--- config.mk ---
export PLATFORM = sky130hd
export DESIGN_NAME = pps_time_sync_receiver_unit
export DESIGN_NICKNAME = d
export VERILOG_FILES = /design/src/ptsr_pkg.sv /design/src/ptsr_time_keeper.sv /design/src/pps_time_sync_receiver_unit.sv
export SDC_FILE = /design/constraint.sdc
export NUM_CORES = 2
export LEC_CHECK = 0
export BUFFER_PORTS_ARGS = -buffer_cell sky130_fd_sc_hd__buf_2
export CAP_MARGIN = 20
export CORE_UTILIZATION = 50
export CTS_BUF_LIST = sky130_fd_sc_hd__clkbuf_4 sky130_fd_sc_hd__clkbuf_8 sky130_fd_sc_hd__clkbuf_16
export DETAILED_ROUTE_END_ITERATION = 8
export PLACE_DENSITY_LB_ADDON = 0.12
export RECOVER_POWER = 25
export SYNTH_ARGS = -nofsm -noshare
export SYNTH_HDL_FRONTEND = slang
export SYNTH_SLANG_ARGS = --single-unit
--- constraint.sdc ---
create_clock -name clock -period 8.09 [get_ports clock]
set_input_delay 1.2135 -clock clock [delete_from_list [all_inputs] [get_ports clock]]
set_output_delay 1.2135 -clock clock [all_outputs]
set_load 0.05 [all_outputs]
--- src/ptsr_pkg.sv ---
package ptsr_pkg;

   // Item opcodes carried on the request channel.
   typedef logic [1:0] ptsr_op_type;
   localparam ptsr_op_type OP_BYTE  = 2'd0;
   localparam ptsr_op_type OP_PULSE = 2'd1;
   localparam ptsr_op_type OP_QUERY = 2'd2;

   // Frame parser states.
   typedef enum logic [1:0] {
      PS_WAIT_FIRST  = 2'd0,
      PS_WAIT_SECOND = 2'd1,
      PS_GATHER      = 2'd2,
      PS_LOADED      = 2'd3
   } ptsr_parse_state_type;

   localparam logic [7:0] MAGIC_FIRST  = 8'h16;
   localparam logic [7:0] MAGIC_SECOND = 8'h03;

   // Default scale factor: 1e9 / 72000065 ns per cycle in Q8.24.
   localparam logic [31:0] NS_PER_CYCLE_RESET = 32'd233016679;
   localparam int unsigned FRAC_BITS = 24;

   localparam int unsigned SEC_W = 32;
   localparam int unsigned NS_W  = 32;

   // One item step handed to the time keeper.
   typedef struct packed {
      logic        valid;
      ptsr_op_type op;
      logic [7:0]  data;
   } ptsr_step_type;

   // Time-of-day state as it stands after the step in flight.
   typedef struct packed {
      logic [SEC_W-1:0] seconds;
      logic             time_set;
   } ptsr_time_type;

endpackage

--- src/ptsr_time_keeper.sv ---
module ptsr_time_keeper
   import ptsr_pkg::*;
(
   input  logic          clock,
   input  logic          reset,
   input  ptsr_step_type step,
   output ptsr_time_type time_next
);

   ptsr_parse_state_type state_ff, state_in;
   logic [1:0]           index_ff, index_in;
   logic [23:0]          gather_ff, gather_in;
   logic [SEC_W-1:0]     seconds_ff, seconds_in;
   logic                 set_ff, set_in;

   always_ff @(posedge clock) begin
      if (reset) begin
         state_ff   <= PS_WAIT_FIRST;
         index_ff   <= 2'd0;
         gather_ff  <= 24'd0;
         seconds_ff <= '0;
         set_ff     <= 1'b0;
      end else if (step.valid) begin
         state_ff   <= state_in;
         index_ff   <= index_in;
         gather_ff  <= gather_in;
         seconds_ff <= seconds_in;
         set_ff     <= set_in;
      end
   end

   always_comb begin
      state_in   = state_ff;
      index_in   = index_ff;
      gather_in  = gather_ff;
      seconds_in = seconds_ff;
      set_in     = set_ff;
      case (step.op)
         OP_BYTE: begin
            unique case (state_ff)
               PS_WAIT_FIRST, PS_LOADED: begin
                  if (step.data == MAGIC_FIRST) state_in = PS_WAIT_SECOND;
               end
               PS_WAIT_SECOND: begin
                  if (step.data == MAGIC_SECOND) begin
                     state_in = PS_GATHER;
                     index_in = 2'd0;
                  end else begin
                     state_in = PS_WAIT_FIRST;
                  end
               end
               PS_GATHER: begin
                  // Bytes arrive least significant first; the fourth completes the word.
                  unique case (index_ff)
                     2'd0: gather_in[7:0]   = step.data;
                     2'd1: gather_in[15:8]  = step.data;
                     2'd2: gather_in[23:16] = step.data;
                     default: begin
                        seconds_in = {step.data, gather_ff};
                        set_in     = 1'b1;
                        state_in   = PS_LOADED;
                     end
                  endcase
                  index_in = index_ff + 2'd1;
               end
               default: state_in = PS_WAIT_FIRST;
            endcase
         end
         OP_PULSE: seconds_in = seconds_ff + 32'd1;
         default: ;
      endcase
   end

   assign time_next.seconds  = seconds_in;
   assign time_next.time_set = set_in;

endmodule

--- src/pps_time_sync_receiver_unit.sv ---
// Time-of-day keeper fed by one request channel that carries three kinds of
// items: received serial bytes, pulse-per-second events and time queries.
// Serial bytes pass through a frame parser that looks for 0x16 followed by
// 0x03 and then collects four bytes, least significant first, which load the
// seconds count and raise time_set for good. A pulse adds one to the seconds
// count (wrapping at 2^32). A query returns the seconds count together with
// the sampled cycle count scaled by ns_per_cycle (unsigned Q8.24), shifted
// right by 24 and saturated at 2^32-1; every other item reports zero
// nanoseconds. Each item yields exactly one response showing the state after
// that item. An item passes through the input register and then the response
// register, with the parser update and the single 32x32 multiply between
// them. A new item is taken every cycle as long as the response side keeps
// up; the input register and the response register act as a two-entry
// buffer, so one stalled response still lets one more item in.
// The scale factor is written through csr_wr_en and csr_wr_data and should
// only change while no item is in flight.
module pps_time_sync_receiver_unit
   import ptsr_pkg::*;
(
   input  logic             clock,
   input  logic             reset,
   input  logic             req_valid,
   output logic             req_ready,
   input  logic [1:0]       req_op,
   input  logic [7:0]       req_byte_in,
   input  logic [31:0]      req_cycle_count,
   output logic             rsp_valid,
   input  logic             rsp_ready,
   output logic [SEC_W-1:0] rsp_seconds_out,
   output logic [NS_W-1:0]  rsp_nanoseconds_out,
   output logic             rsp_time_set,
   input  logic             csr_wr_en,
   input  logic [31:0]      csr_wr_data
);

   // Scale factor register.
   logic [31:0] ns_per_cycle_ff;

   // Input register.
   logic        s1_valid_ff;
   ptsr_op_type s1_op_ff;
   logic [7:0]  s1_byte_ff;
   logic [31:0] s1_cycles_ff;

   // Response register.
   logic             rsp_valid_ff;
   logic [SEC_W-1:0] rsp_seconds_ff;
   logic [NS_W-1:0]  rsp_ns_ff;
   logic             rsp_set_ff;

   logic             advance;
   ptsr_step_type    step;
   ptsr_time_type    time_next;
   logic [63:0]      product;
   logic [NS_W-1:0]  ns_in;

   // The item in the input register moves on when the response register is
   // empty or is being emptied in this cycle.
   assign advance   = s1_valid_ff && (!rsp_valid_ff || rsp_ready);
   assign req_ready = !s1_valid_ff || advance;

   always_ff @(posedge clock) begin
      if (reset) begin
         ns_per_cycle_ff <= NS_PER_CYCLE_RESET;
      end else if (csr_wr_en) begin
         ns_per_cycle_ff <= csr_wr_data;
      end
   end

   always_ff @(posedge clock) begin
      if (reset) begin
         s1_valid_ff  <= 1'b0;
         rsp_valid_ff <= 1'b0;
      end else begin
         if (req_ready) s1_valid_ff <= req_valid;
         if (advance) begin
            rsp_valid_ff <= 1'b1;
         end else if (rsp_ready) begin
            rsp_valid_ff <= 1'b0;
         end
      end
   end

   always_ff @(posedge clock) begin
      if (req_valid && req_ready) begin
         s1_op_ff     <= req_op;
         s1_byte_ff   <= req_byte_in;
         s1_cycles_ff <= req_cycle_count;
      end
      if (advance) begin
         rsp_seconds_ff <= time_next.seconds;
         rsp_set_ff     <= time_next.time_set;
         rsp_ns_ff      <= ns_in;
      end
   end

   // Parser and seconds count commit when the item leaves the input register.
   assign step.valid = advance;
   assign step.op    = s1_op_ff;
   assign step.data  = s1_byte_ff;

   ptsr_time_keeper u_keeper (
      .clock     (clock),
      .reset     (reset),
      .step      (step),
      .time_next (time_next)
   );

   // Scaled nanoseconds: the product is Q40.24, so bits above 55 mean overflow.
   assign product = 64'(s1_cycles_ff) * 64'(ns_per_cycle_ff);

   always_comb begin
      ns_in = '0;
      if (s1_op_ff == OP_QUERY) begin
         if (product[63:FRAC_BITS+NS_W] != '0) begin
            ns_in = '1;
         end else begin
            ns_in = product[FRAC_BITS+NS_W-1:FRAC_BITS];
         end
      end
   end

   assign rsp_valid           = rsp_valid_ff;
   assign rsp_seconds_out     = rsp_seconds_ff;
   assign rsp_nanoseconds_out = rsp_ns_ff;
   assign rsp_time_set        = rsp_set_ff;

endmodule

==> results.json <==
{
  "critPathCaptureType": "flop",
  "hold_viol_final": 0,
  "syn_area_per_cell_um2": 9.34,
  "cts-hold-fix-buffers": 0,
  "fin_nets": 5998,
  "avgViaCountPerCell": 5.28,
  "fillers": 7332,
  "dp_hpwl_mm": 96.1,
  "die_area_um2": 84400,
  "synthesis.nets": 5701,
  "clock-sinks": 202,
  "vias": 30900,
  "crit_arrival_ns": 8.49,
  "grtUsageTotal_pct": 28.4,
  "coreArea_um2": 82200,
  "ant_nets": 0,
  "grt-ovfl-total": 0,
  "syn_to_final_growth_pct": 15.6,
  "cts_tree": "built",
  "initial_core_util_pct": 50.6,
  "htree_levels": 1,
  "cts-root-buf": "clkbuf_16",
  "netlist_instances": 4459,
  "yosysWarnings": 0,
  "worst_slew_pin_slew_ns": 3.97,
  "fin_crit_ns": 8.13,
  "path_delay_family": "adder cells",
  "fmax_mhz": 123,
  "die_h_um": 291,
  "grt_antenna_before_repair": 4,
  "layout_common_cells": "inv_1 (875), fa_1 (867), and2_1 (606)",
  "synth.distinct_cells": 79,
  "grt_max_degree": 79,
  "wire_per_inst_um": 20.0,
  "drt_wl_total_mm": 117,
  "slew_headroom_pct": -165,
  "period_share_pct": 101,
  "cp_data_required_time_ns": 8.45,
  "finClkSkew_ns": 0.0411,
  "ys_ff_latch": 202,
  "ys_async_sr_fraction_pct": 0,
  "cap_violations": 3,
  "ys.flop_type": "edfxtp_1",
  "clk_latency_ns": 0.63,
  "cts_buffers": 28,
  "setup_viol_count_final": 11,
  "worstSetupPathType": "flop to flop",
  "io_pins": 146,
  "netlist_area_um2": 41600,
  "violations": "max-capacitance violations, max-slew violations, negative setup slack",
  "slowest_stage": "fa_1",
  "critPathMaxStageDelay_ns": 0.57,
  "drcViolationCount": 0,
  "status": "complete, but fails checks",
  "rsz0062_at_grt": "true",
  "maxSlewViolCount": 141,
  "cp-start-kind": "flop",
  "drive_gt1_share_pct": 15.7,
  "globalplace.congestion": 0.914,
  "critPathMaxFanout": 7,
  "grt_pass1_wl_mm": 187,
  "cts_buffer_depth": 3,
  "cts.clk_slew.worst_paths_ns": 0.06,
  "synth_edf_count": 107,
  "fin_ws_ns": -0.0415,
  "rows": 105,
  "initialDrtViolationCount": 1643,
  "hold_class": "flop to flop",
  "worst-path-buf-inv": 10,
  "seq_area_frac_synth_pct": 12.3,
  "cpMostUsedCell": "fa_1",
  "port_buffers": 145,
  "layout_commonest_cell": "inv_1",
  "hold_ws_ns": 0.470,
  "drt-pass1-iter-count": 6,
  "chipWidth_um": 291,
  "grt_pass1_vias": 33300
}
==> worst reg2reg max path: cells and delay by family (launching register included) <==
family          cells  cell delay [ns]
fa+ha+maj           9             4.37
simple gates        7             1.47
buf+inv            10             1.14
compound gates      4             0.47
flops               1             0.42
==> logic make-up after synthesis <==
group	after synthesis	synth area share, %
simple gates	1446	17.7
flops	202	12.3
fa+ha+maj	1163	51.1
compound gates	413	6.28
xor+xnor	42	0.883
mux	45	1.09
buf+inv	1148	10.7
==> routing by layer <==
| metal | routed length (um) | track usage [%] | share of wire (%) |
|---|---|---|---|
| met2 | 60900 | 50.9 | 52 |
| met4 | 2630 | 6.07 | 2.2 |
| met5 | 12 | 0 | 0.010 |
| met1 | 47800 | 37.0 | 41 |
| met3 | 5650 | 3.12 | 4.8 |
==> Yosys cell counts, types with 13 or more instances <==
master | instances | area [um2]
a211o_1 | 18 | 158
a21boi_0 | 13 | 97.6
a21boi_2 | 20 | 225
a21o_1 | 18 | 135
a21oi_1 | 163 | 816
and2_1 | 614 | 3840
clkbuf_1 | 234 | 878
dfxtp_1 | 95 | 1900
edfxtp_1 | 107 | 3210
fa_1 | 895 | 17900
ha_1 | 268 | 3350
inv_1 | 885 | 3320
mux2i_1 | 43 | 430
nand2_1 | 558 | 2090
nand3_1 | 34 | 170
nand4_1 | 29 | 181
nor2_1 | 131 | 492
nor2b_1 | 21 | 131
nor3_1 | 15 | 75.1
o21a_1 | 16 | 120
o21ai_0 | 77 | 385
o22ai_1 | 14 | 87.6
xnor2_1 | 20 | 175
xor2_1 | 22 | 193
==> final timing paths <==
check / from / endpoint / slack, ns / cells past startpoint
worst min register to register: u_keeper.seconds_ff[29] / u_keeper.seconds_ff[29] / 0.47 / 2
worst min-delay path: u_keeper.seconds_ff[29] / u_keeper.seconds_ff[29] / 0.47 / 2
worst max register to register: s1_cycles_ff[15] / rsp_nanoseconds_out[11] / -0.04 / 30
worst max-delay path: s1_cycles_ff[15] / rsp_nanoseconds_out[11] / -0.04 / 30
==> stage by stage <==
stage	setup WS (ns)	instance area [um2]	utilization, %	cells	setup TNS, ns
finish	-0.0415	48100	58.5	5849	-0.283
floorplan	0.302	41600	-	4459	0
CTS	0.00766	47100	57.3	5818	0
detailed placement	-0.202	45800	55.7	5761	-4.12
global route	-0.264	48100	58.5	5848	-7.14
global placement	-0.170	45800	55.7	5761	-2.54
==> what timing repair did <==
item / in CTS / in global routing
setup endpoints to repair: 32 / 32
gates cloned: 2 / 4
pin swaps: 17 / 100
hold endpoints to repair: 0 / 0
resized for setup: 48 / 185
buffers inserted: 3 / 31
==> flip-flops by register name (all words and copies together), names as in the netlist <==
register	count
s1_cycles_ff	32
u_keeper.seconds_ff	32
ns_per_cycle_ff	32
u_keeper.set_ff	1
rsp_nanoseconds_out	32
rsp_time_set	1
rsp_valid	1
rsp_seconds_out	32
u_keeper.state_ff	2
u_keeper.gather_ff	24
s1_op_ff	2
s1_byte_ff	8
s1_valid_ff	1
u_keeper.index_ff	2
==> final cells by class <==
class	instances	area, um2	share of cell area, %
clock buffer	35	790	1.64
inverter	887	3330	6.92
timing repair buffer	528	4450	9.24
antenna	1	2.50	0.00520
multi-input combinational	3109	32900	68.4
clock inverter	17	196	0.408
sequential	202	5120	10.6
tap	1070	1340	2.78
Power is left out: the tool's default activity adds up to more than one toggle a clock period on the data nets, which glitch-free logic cannot reach.
